### src/rtl/shbh_pkg.sv
// ----------------------------------------------------------------------------
// shbh_pkg - shared types, constants and functions of the SHA-256 hasher
// Round constants, initial hash values, sigma functions and the control
// bundle that drives the message schedule window.
// ----------------------------------------------------------------------------
package shbh_pkg;

  typedef logic [31:0] word_t;
  typedef logic [7:0][31:0] work_t;   // index 0 is word a / H0

  localparam int unsigned BlockBytes = 64;
  localparam int unsigned Rounds     = 64;
  localparam int unsigned MsgWords   = 16;
  localparam int unsigned DigestWords = 8;
  localparam int unsigned LenBits    = 61;

  localparam logic [7:0] PadMarker = 8'h80;
  localparam logic [5:0] LastFill  = 6'd63;
  localparam logic [5:0] PadLimit  = 6'd56;   // first byte of the length field

  localparam work_t InitHash = {
    32'h5be0cd19, 32'h1f83d9ab, 32'h9b05688c, 32'h510e527f,
    32'ha54ff53a, 32'h3c6ef372, 32'hbb67ae85, 32'h6a09e667
  };

  localparam word_t RoundK [Rounds] = '{
    32'h428a2f98, 32'h71374491, 32'hb5c0fbcf, 32'he9b5dba5, 32'h3956c25b,
    32'h59f111f1, 32'h923f82a4, 32'hab1c5ed5, 32'hd807aa98, 32'h12835b01,
    32'h243185be, 32'h550c7dc3, 32'h72be5d74, 32'h80deb1fe, 32'h9bdc06a7,
    32'hc19bf174, 32'he49b69c1, 32'hefbe4786, 32'h0fc19dc6, 32'h240ca1cc,
    32'h2de92c6f, 32'h4a7484aa, 32'h5cb0a9dc, 32'h76f988da, 32'h983e5152,
    32'ha831c66d, 32'hb00327c8, 32'hbf597fc7, 32'hc6e00bf3, 32'hd5a79147,
    32'h06ca6351, 32'h14292967, 32'h27b70a85, 32'h2e1b2138, 32'h4d2c6dfc,
    32'h53380d13, 32'h650a7354, 32'h766a0abb, 32'h81c2c92e, 32'h92722c85,
    32'ha2bfe8a1, 32'ha81a664b, 32'hc24b8b70, 32'hc76c51a3, 32'hd192e819,
    32'hd6990624, 32'hf40e3585, 32'h106aa070, 32'h19a4c116, 32'h1e376c08,
    32'h2748774c, 32'h34b0bcb5, 32'h391c0cb3, 32'h4ed8aa4a, 32'h5b9cca4f,
    32'h682e6ff3, 32'h748f82ee, 32'h78a5636f, 32'h84c87814, 32'h8cc70208,
    32'h90befffa, 32'ha4506ceb, 32'hbef9a3f7, 32'hc67178f2
  };

  // schedule window control, one beat of work per cycle
  typedef struct packed {
    logic       load;      // shift one byte into the window
    logic       step;      // advance one round word
    logic       use_msg;   // rounds 0..15 take the message word as is
    logic [7:0] byte_val;
  } sched_ctrl_t;

  function automatic word_t rotr(input word_t v, input int unsigned n);
    return (v >> n) | (v << (32 - n));
  endfunction

  function automatic word_t bsig0(input word_t v);
    return rotr(v, 2) ^ rotr(v, 13) ^ rotr(v, 22);
  endfunction

  function automatic word_t bsig1(input word_t v);
    return rotr(v, 6) ^ rotr(v, 11) ^ rotr(v, 25);
  endfunction

  function automatic word_t ssig0(input word_t v);
    return rotr(v, 7) ^ rotr(v, 18) ^ (v >> 3);
  endfunction

  function automatic word_t ssig1(input word_t v);
    return rotr(v, 17) ^ rotr(v, 19) ^ (v >> 10);
  endfunction

endpackage

### src/rtl/sha256_byte_hasher.sv
// ----------------------------------------------------------------------------
// sha256_byte_hasher - SHA-256 over a byte stream
// Byte-wide absorb/finish input, eight-beat digest output.
// ----------------------------------------------------------------------------
// Each absorb beat (tuser = 0) appends tdata[7:0] to the message. The 64th
// byte of a block starts compression: 64 rounds at one per cycle through a
// single shared round unit, then a fold of the working words into the hash.
// s_axis_tready_o is low while a block compresses or a digest is pending. A
// finish beat (tuser = 1) pads byte by byte through the same block buffer
// (0x80, zeros, 64-bit big-endian bit length) and compresses the padded
// block, or a second padded block as well when fewer than nine bytes are
// free. The digest then leaves as eight 32-bit beats, H0 first, tlast on the
// eighth; after the last beat the hash returns to the initial values and a
// new message may start. The message length counter is 61 bits and wraps.
// ----------------------------------------------------------------------------
module sha256_byte_hasher
  import shbh_pkg::*;
(
  input  logic        clk_i,
  input  logic        rst_ni,
  input  logic        s_axis_tvalid_i,
  output logic        s_axis_tready_o,
  input  logic [7:0]  s_axis_tdata_i,   // [7:0] data_byte
  input  logic        s_axis_tuser_i,   // [0] opcode: 0 absorb, 1 finish
  output logic        m_axis_tvalid_o,
  input  logic        m_axis_tready_i,
  output logic [39:0] m_axis_tdata_o,   // [31:0] digest_word, [34:32] word_index
  output logic        m_axis_tlast_o    // last_word
);

  localparam logic [2:0] S_IDLE = 3'd0;
  localparam logic [2:0] S_PAD  = 3'd1;
  localparam logic [2:0] S_RUN  = 3'd2;
  localparam logic [2:0] S_FOLD = 3'd3;
  localparam logic [2:0] S_OUT  = 3'd4;

  localparam logic [5:0] LastRound = 6'(Rounds - 1);
  localparam logic [2:0] LastWord  = 3'(DigestWords - 1);

  logic [2:0]         state_q, state_d;
  logic [5:0]         fill_q, fill_d;
  logic [LenBits-1:0] len_q, len_d;
  logic [5:0]         round_q, round_d;
  logic               need_extra_q, need_extra_d;  // padding spills into a second block
  logic               finish_q, finish_d;
  logic               first_q, first_d;            // next pad byte is the marker
  logic [2:0]         idx_q, idx_d;

  work_t chain_q;
  work_t work_q;
  work_t work_next;
  word_t w_cur;

  logic        load_work;
  logic        fold;
  logic        chain_iv;
  logic        in_beat;
  sched_ctrl_t ctrl;

  logic [63:0] len_bits;
  logic [2:0]  len_sel;
  logic [7:0]  pad_byte;

  assign in_beat = s_axis_tvalid_i && s_axis_tready_o;

  // length field, big-endian, bytes 56..63 of the last block
  assign len_bits = {len_q, 3'b000};
  assign len_sel  = ~fill_q[2:0];

  always_comb begin
    if (first_q) begin
      pad_byte = PadMarker;
    end else if (fill_q >= PadLimit && !need_extra_q) begin
      pad_byte = len_bits[{len_sel, 3'b000} +: 8];
    end else begin
      pad_byte = 8'h00;
    end
  end

  always_comb begin
    state_d      = state_q;
    fill_d       = fill_q;
    len_d        = len_q;
    round_d      = round_q;
    need_extra_d = need_extra_q;
    finish_d     = finish_q;
    first_d      = first_q;
    idx_d        = idx_q;
    load_work    = 1'b0;
    fold         = 1'b0;
    chain_iv     = 1'b0;
    ctrl         = '0;

    case (state_q)
      S_IDLE: begin
        if (in_beat) begin
          if (!s_axis_tuser_i) begin
            ctrl.load     = 1'b1;
            ctrl.byte_val = s_axis_tdata_i;
            fill_d        = fill_q + 6'd1;
            len_d         = len_q + LenBits'(1);
            if (fill_q == LastFill) begin
              state_d   = S_RUN;
              round_d   = '0;
              load_work = 1'b1;
              finish_d  = 1'b0;
            end
          end else begin
            state_d      = S_PAD;
            finish_d     = 1'b1;
            first_d      = 1'b1;
            need_extra_d = (fill_q >= PadLimit);
          end
        end
      end
      S_PAD: begin
        ctrl.load     = 1'b1;
        ctrl.byte_val = pad_byte;
        first_d       = 1'b0;
        fill_d        = fill_q + 6'd1;
        if (fill_q == LastFill) begin
          state_d   = S_RUN;
          round_d   = '0;
          load_work = 1'b1;
        end
      end
      S_RUN: begin
        ctrl.step    = 1'b1;
        ctrl.use_msg = (round_q[5:4] == 2'b00);
        round_d      = round_q + 6'd1;
        if (round_q == LastRound) begin
          state_d = S_FOLD;
        end
      end
      S_FOLD: begin
        fold = 1'b1;
        if (!finish_q) begin
          state_d = S_IDLE;
        end else if (need_extra_q) begin
          need_extra_d = 1'b0;
          state_d      = S_PAD;
        end else begin
          idx_d   = '0;
          state_d = S_OUT;
        end
      end
      S_OUT: begin
        if (m_axis_tready_i) begin
          idx_d = idx_q + 3'd1;
          if (idx_q == LastWord) begin
            chain_iv = 1'b1;
            len_d    = '0;
            fill_d   = '0;
            finish_d = 1'b0;
            state_d  = S_IDLE;
          end
        end
      end
      default: begin
        state_d = S_IDLE;
      end
    endcase
  end

  always_ff @(posedge clk_i or negedge rst_ni) begin
    if (!rst_ni) begin
      state_q      <= S_IDLE;
      fill_q       <= '0;
      len_q        <= '0;
      round_q      <= '0;
      need_extra_q <= 1'b0;
      finish_q     <= 1'b0;
      first_q      <= 1'b0;
      idx_q        <= '0;
      chain_q      <= InitHash;
    end else begin
      state_q      <= state_d;
      fill_q       <= fill_d;
      len_q        <= len_d;
      round_q      <= round_d;
      need_extra_q <= need_extra_d;
      finish_q     <= finish_d;
      first_q      <= first_d;
      idx_q        <= idx_d;
      if (chain_iv) begin
        chain_q <= InitHash;
      end else if (fold) begin
        for (int i = 0; i < DigestWords; i++) begin
          chain_q[i] <= chain_q[i] + work_q[i];
        end
      end
    end
  end

  // working words: loaded from the hash at block start, one round per cycle
  always_ff @(posedge clk_i) begin
    if (load_work) begin
      work_q <= chain_q;
    end else if (state_q == S_RUN) begin
      work_q <= work_next;
    end
  end

  shbh_sched u_sched (
    .clk_i  (clk_i),
    .ctrl_i (ctrl),
    .w_o    (w_cur)
  );

  shbh_round u_round (
    .work_i (work_q),
    .k_i    (RoundK[round_q]),
    .w_i    (w_cur),
    .work_o (work_next)
  );

  assign s_axis_tready_o = (state_q == S_IDLE);
  assign m_axis_tvalid_o = (state_q == S_OUT);
  assign m_axis_tdata_o  = {5'b00000, idx_q, chain_q[idx_q]};
  assign m_axis_tlast_o  = (idx_q == LastWord);

`ifndef SYNTHESIS
  a_no_overlap: assert property (@(posedge clk_i) disable iff (!rst_ni)
    !(s_axis_tready_o && m_axis_tvalid_o))
    else $error("input ready while digest pending");

  a_block_start: assert property (@(posedge clk_i) disable iff (!rst_ni)
    (in_beat && !s_axis_tuser_i && fill_q == LastFill)
      |=> (!s_axis_tready_o && state_q == S_RUN && round_q == 6'd0 && fill_q == 6'd0))
    else $error("full block did not start compression");

  a_digest_clean: assert property (@(posedge clk_i) disable iff (!rst_ni)
    m_axis_tvalid_o |-> (fill_q == 6'd0 && !need_extra_q && finish_q))
    else $error("digest shown with padding unfinished");

  a_ready_after_last: assert property (@(posedge clk_i) disable iff (!rst_ni)
    (m_axis_tvalid_o && m_axis_tready_i && m_axis_tlast_o)
      |=> (s_axis_tready_o && len_q == '0 && chain_q == InitHash))
    else $error("hash not reinitialized after digest");

  a_fold_after_run: assert property (@(posedge clk_i) disable iff (!rst_ni)
    (state_q == S_FOLD) |-> ($past(state_q) == S_RUN && $past(round_q) == LastRound))
    else $error("fold without a full set of rounds");
`endif

endmodule

### src/rtl/shbh_sched.sv
// ----------------------------------------------------------------------------
// shbh_sched - message block buffer and schedule window
// Sixteen-word shift line: bytes shift in big-endian during fill, then each
// round rotates in the next schedule word. Entry 0 holds the oldest word.
// ----------------------------------------------------------------------------
module shbh_sched
  import shbh_pkg::*;
(
  input  logic        clk_i,
  input  sched_ctrl_t ctrl_i,
  output word_t       w_o
);

  word_t win_q [MsgWords];
  word_t w_new;

  always_comb begin
    if (ctrl_i.use_msg) begin
      w_new = win_q[0];
    end else begin
      w_new = ssig1(win_q[14]) + win_q[9] + ssig0(win_q[1]) + win_q[0];
    end
  end

  assign w_o = w_new;

  always_ff @(posedge clk_i) begin
    if (ctrl_i.load) begin
      for (int i = 0; i < MsgWords - 1; i++) begin
        win_q[i] <= {win_q[i][23:0], win_q[i+1][31:24]};
      end
      win_q[MsgWords-1] <= {win_q[MsgWords-1][23:0], ctrl_i.byte_val};
    end else if (ctrl_i.step) begin
      for (int i = 0; i < MsgWords - 1; i++) begin
        win_q[i] <= win_q[i+1];
      end
      win_q[MsgWords-1] <= w_new;
    end
  end

endmodule

### src/rtl/shbh_round.sv
// ----------------------------------------------------------------------------
// shbh_round - one SHA-256 compression round
// Shared round unit: takes the working words, round constant and schedule
// word and returns the working words after the round.
// ----------------------------------------------------------------------------
module shbh_round
  import shbh_pkg::*;
(
  input  work_t work_i,
  input  word_t k_i,
  input  word_t w_i,
  output work_t work_o
);

  word_t t1;
  word_t t2;
  word_t ch;
  word_t maj;

  always_comb begin
    ch  = (work_i[4] & work_i[5]) ^ (~work_i[4] & work_i[6]);
    maj = (work_i[0] & work_i[1]) ^ (work_i[0] & work_i[2]) ^ (work_i[1] & work_i[2]);
    t1  = work_i[7] + bsig1(work_i[4]) + ch + k_i + w_i;
    t2  = bsig0(work_i[0]) + maj;

    work_o[7] = work_i[6];
    work_o[6] = work_i[5];
    work_o[5] = work_i[4];
    work_o[4] = work_i[3] + t1;
    work_o[3] = work_i[2];
    work_o[2] = work_i[1];
    work_o[1] = work_i[0];
    work_o[0] = t1 + t2;
  end

endmodule
### config.mk
export PLATFORM = sky130hd
export DESIGN_NAME = sha256_byte_hasher
export DESIGN_NICKNAME = d
export VERILOG_FILES = /design/src/rtl/shbh_pkg.sv /design/src/rtl/sha256_byte_hasher.sv /design/src/rtl/shbh_sched.sv /design/src/rtl/shbh_round.sv
export SDC_FILE = /design/constraint.sdc
export NUM_CORES = 2
export LEC_CHECK = 0
export BUFFER_PORTS_ARGS = -buffer_cell sky130_fd_sc_hd__buf_2
export CELL_PAD_IN_SITES_DETAIL_PLACEMENT = 0
export CELL_PAD_IN_SITES_GLOBAL_PLACEMENT = 1
export CORE_UTILIZATION = 53
export CTS_BUF_LIST = sky130_fd_sc_hd__clkbuf_4 sky130_fd_sc_hd__clkbuf_8 sky130_fd_sc_hd__clkbuf_16
export CTS_CLUSTER_DIAMETER = 120
export CTS_CLUSTER_SIZE = 12
export DETAILED_ROUTE_END_ITERATION = 16
export PLACE_DENSITY_LB_ADDON = 0.1
export RECOVER_POWER = 25
export SLEW_MARGIN = 20
export SYNTH_ARGS = -nofsm -noshare
export SYNTH_HDL_FRONTEND = slang
export SYNTH_HIERARCHICAL = 1
export SYNTH_SLANG_ARGS = --single-unit
export TNS_END_PERCENT = 50
### constraint.sdc
create_clock -name clk_i -period 22 [get_ports clk_i]
set_input_delay 0 -clock clk_i [delete_from_list [all_inputs] [get_ports clk_i]]
set_output_delay 0 -clock clk_i [all_outputs]
set_load 0.02 [all_outputs]
# == Yosys cells after proc, flatten, opt, wreduce, memory -nomap -nowiden ==
# Memory sizes are Yosys's and may differ from the RTL's.
# Index checks and enable logic that the tools add are counted.
# op_classes
n_mul,0
eq_ne,16
bitwise_logic,45
shifts,1
n_div,0
mux,87
order_cmp,3
reduce_logical,21
add_sub_neg,22
# op_table
operator,n
$mux 256,4
$mux 32,20
$add 32x32->32,18
$xor 32x32->32,9
$mux 61,4
$and 32x32->32,5
$pmux 61 s2,1
$bmux 32 s3,1
$shiftx 64x7->8,1
$add 61x1->61 const B,1
$mux 6,7
$pmux 6 s3,2
$mux 3,11
$mux 8,4
$not 32->32,1
$or 10x32->32,1
$or 13x32->32,1
$or 14x32->32,1
$or 15x32->32,1
$or 19x32->32,1
$or 21x32->32,1
$or 25x32->32,1
$or 26x32->32,1
$or 30x32->32,1
other kinds (33),97
# word_totals
mem_count,2
latchBits,0
mem_bits_ro,2048
output_inout_bits,43
ff_bits,594
in_bits,13
wordCells,221
ram_bits,512
# memory_table
memory,depth,word_bits,read_ports,rd_ports_with_merged_regs,wr,line,source
(no name shown),64,32,1,0,0,sha256_byte_hasher.sv:212,".k_i (RoundK[round_q]),"
u_sched.win_q,16,32,16,0,16,shbh_sched.sv:14,word_t win_q [MsgWords];

# == Longest topological paths before layout ==
# An unclocked memory read counts as a cell.
# logic_depth
ltp_word,12
ltp_mapped,46
depth_no_buf,45

# == Cells and area by module ==
# Netlist, hierarchy kept.
# modules_own_cells
module,cells_each,n_inst,area_each_um2,seq_area_each_um2
sha256_byte_hasher,4730,1,41761.3,16315.6
shbh_sched,1783,1,26421.6,15374.7
shbh_round,1379,1,11108.2,0.0

# == Worst setup path after synthesis ==
# Ideal clock, no wire load.
# synth_path
path_kind,register to register
startpoint,memory u_sched/win_q[1][19] in the netlist's numbering
endpoint,"register work_q[31] in the netlist's numbering, data pin"
path_buffers,2
required_time_ns,21.747
setup_ns,0.253
synth_period_minus_slack_ns,9.517
setup_slack_ns,12.483
stages_incl_launch_ff,46
arrival_ns,9.264
cell_sequence,edfxtp_1 clkbuf_1 xnor2_1 xnor2_1 fa_1 inv_1 fa_1 inv_1 ha_1 inv_1 fa_1 nor2b_4 o211ai_2 a31oi_2 a311oi_2 xor2_1 o21ai_1 inv_1 [10 not listed] a21oi_1 o21bai_1 a21oi_1 xnor2_1 fa_1 inv_1 ha_1 clkbuf_1 a21o_1 a21o_1 a21oi_1 a21oi_1 nor3_1 o31ai_1 xnor2_1 xnor2_1 nand2_1 nand2_1
# synth_rtl
item,line,source
"start, declared",shbh_sched.sv:14,
"end signal, assigned",sha256_byte_hasher.sv:198,work_q <= chain_q;
"end signal, assigned",sha256_byte_hasher.sv:200,work_q <= work_next;
"end, declared",sha256_byte_hasher.sv:50,work_t work_q;

==> flow_metrics.env <==
export IMPL_area_growth_pct=4.58
export IMPL_routedWlPerCell_um=26.0
export IMPL_dieArea_sq_mm=0.151
export IMPL_grt_pass1_wl_um=369000
export IMPL_place_detailed_hpwl_um=181000
export IMPL_clk_pin_slew_ns=0.07
export IMPL_port_buffers=50
export IMPL_ctsHtreeMaxLevel=3
export IMPL_syn_area_sq_mm=0.0793
export IMPL_yosysMostFrequentCell="nand2_1"
export IMPL_drive_above_1_share=0.144
export IMPL_viasPerCell=6.21
export IMPL_worst_setup_path_end_kind="flop"
export IMPL_drv_slew=1149
export IMPL_max_freq_mhz=86.7
export IMPL_ys_seq_area_frac=0.400
export IMPL_holdCritPathClass="in2reg"
export IMPL_ios=56
export IMPL_tightest_slew_ns=9.61
export IMPL_yosysTopAreaCell="edfxtp_1"
export IMPL_whs_ns=0.0783
export IMPL_clock_path_buffers=3
export IMPL_avgSynthCellArea_sq_um=10.0
export IMPL_cts_root_buf="clkbuf_16"
export IMPL_ys_top_cells_by_count="1,174 x nand2_1, 768 x edfxtp_1, 543 x mux2_2"
export IMPL_nets=8173
export IMPL_hold_viol_final=0
export IMPL_crit_path_max_fanout=187
export IMPL_start_util=0.535
export IMPL_n_fill_cell=13133
export IMPL_regArea_sq_mm=0.0317
export IMPL_post_route_period_util=0.524
export IMPL_gp_congestion=0.985
export IMPL_worst_setup_path_type="reg2reg"
export IMPL_max_cap_violations=18
export IMPL_syn_inst=7892
export IMPL_grtUsageTotal=0.324
export IMPL_failed_checks="max-capacitance violations, max-slew violations"
export IMPL_synth_edff_count=768
export IMPL_setup_violations=0
export IMPL_die_w_um=389
export IMPL_hold_buffers=12
export IMPL_drcViolationCount=0
export IMPL_drt_wl_total_um=248000
export IMPL_yosysWarnings=6
export IMPL_antenna_found_initial=7
export IMPL_slew_headroom=-5.41
export IMPL_clock_skew_final_ns=0.0709
export IMPL_synthArstFlopShare=0.306
export IMPL_drtIter0Drc=6516
export IMPL_synth_top_area_frac=0.291
export IMPL_cts_tree="built"
export IMPL_tns_ns=0
export IMPL_setup_worst_path_start_class="flop"
export IMPL_vias=59381
export IMPL_clkSinkCount=1106
export IMPL_post_cts_buffers=0
export IMPL_cts_buffers=102
export IMPL_synth_seq_cells=1106
export IMPL_rsz0062_at_grt="no"
export IMPL_outcome="complete, but fails checks"
export IMPL_die_h_um=389
export IMPL_gr_total_overflow=0
export IMPL_drtPass1Iterations=7
export IMPL_arrival_ns=12.05
export IMPL_num_rows=141
export IMPL_synthTopCellsByArea="edfxtp_1 29%, mux2_2 7.7%, dfrtp_1 6.4%, ha_1 6.2%, nand2_1 5.6%"
export IMPL_ys_flop_type="edfxtp_1"
export IMPL_grt_pass1_vias=56104
export IMPL_clk_latency_ns=0.78
export IMPL_multi_input_area_sq_mm=0.0429
export IMPL_min_period_ns=11.53
export IMPL_required_ns=22.52
export IMPL_core_area_sq_mm=0.148
export IMPL_grt_max_degree=200
export IMPL_cts_resized=0
export IMPL_synth_distinct_cells=119
export IMPL_drtAntennaViolNets=0
cell type report:
type | instances | share of cell area
clock inverter | 9 | 0.00326
tap | 1930 | 0.0291
timing repair buffer | 135 | 0.0107
inverter | 478 | 0.0217
clock buffer | 151 | 0.0353
sequential | 1106 | 0.382
antenna | 4 | 0.000121
multi-input combinational | 5748 | 0.518
final timing paths:
path / end / startpoint / cells past startpoint / slack, ns
max in group asynchronous: chain_q[226] / rst_ni / 4 / 10.63
hold reg to reg: chain_q[95] / chain_q[95] / 1 / 0.50
setup reg to reg: u_sched/win_q[1][8] / state_q[1] / 7 / 10.47
hold / removal: u_sched/win_q[15][1] / s_axis_tdata_i[1] / 4 / 0.08
min in group asynchronous: chain_q[148] / rst_ni / 3 / 1.84
setup / recovery: u_sched/win_q[1][8] / state_q[1] / 7 / 10.47
registers in the layout, summed over array words and instances, names as in the netlist, 3 cells and up:
name           cells
fill_q             6
len_q             61
idx_q              3
round_q            6
chain_q          256
state_q            3
u_sched/win_q    512
work_q           256
cell families (layout without fill, tap and decap cells):
group           count (synthesis)  in the layout  share of synthesized area
other cells                     1              9                  0.0000473
xor+xnor                      638            638                     0.0705
compound gates               1734           1734                      0.137
simple gates                 2132           2132                      0.118
flops                        1106           1106                      0.400
buf+inv                      1042            773                     0.0596
mux                           647            647                      0.103
fa+ha+maj                     592            592                      0.112
critical path, stage by stage, from the launching register on:
cell	delay, ns
dfrtp_1	0.51
or3b_2	0.58
clkinv_1	0.27
nor2b_2	0.19
clkbuf_1	6.50
buf_4	1.55
buf_4	0.85
mux2_2	0.47
per-stage QoR:
stage | instances | setup WS, ns | area [sq um] | utilization
floorplan | 7896 | 12.48 | 79300 | -
global placement | 9384 | 11.08 | 79700 | 0.538
detailed placement | 9384 | 11.04 | 79700 | 0.538
CTS | 9556 | 10.99 | 83100 | 0.560
global route | 9557 | 9.20 | 82900 | 0.559
finish | 9561 | 10.47 | 82900 | 0.560
routing by layer:
metal | share of wire | global-route usage
met1 | 0.46 | 0.490
met2 | 0.43 | 0.476
met3 | 0.080 | 0.0533
met4 | 0.033 | 0.0953
met5 | 0.00011 | 0
cells in the final DEF, fill, tap and decap left out, drive strengths merged, types with 136 or more instances in the layout:
cell type / n
mux2: 544
nand3: 156
edfxtp: 768
inv: 475
nand2: 1174
o21ai: 475
fa: 195
dfstp: 136
a21oi: 505
a21o: 242
xor2: 238
clkbuf: 164
xnor2: 400
dfrtp: 202
ha: 394
nor2: 377
Power is not shown: default switching activity piles up to over one toggle a cycle in this logic, so the estimate is an artifact.
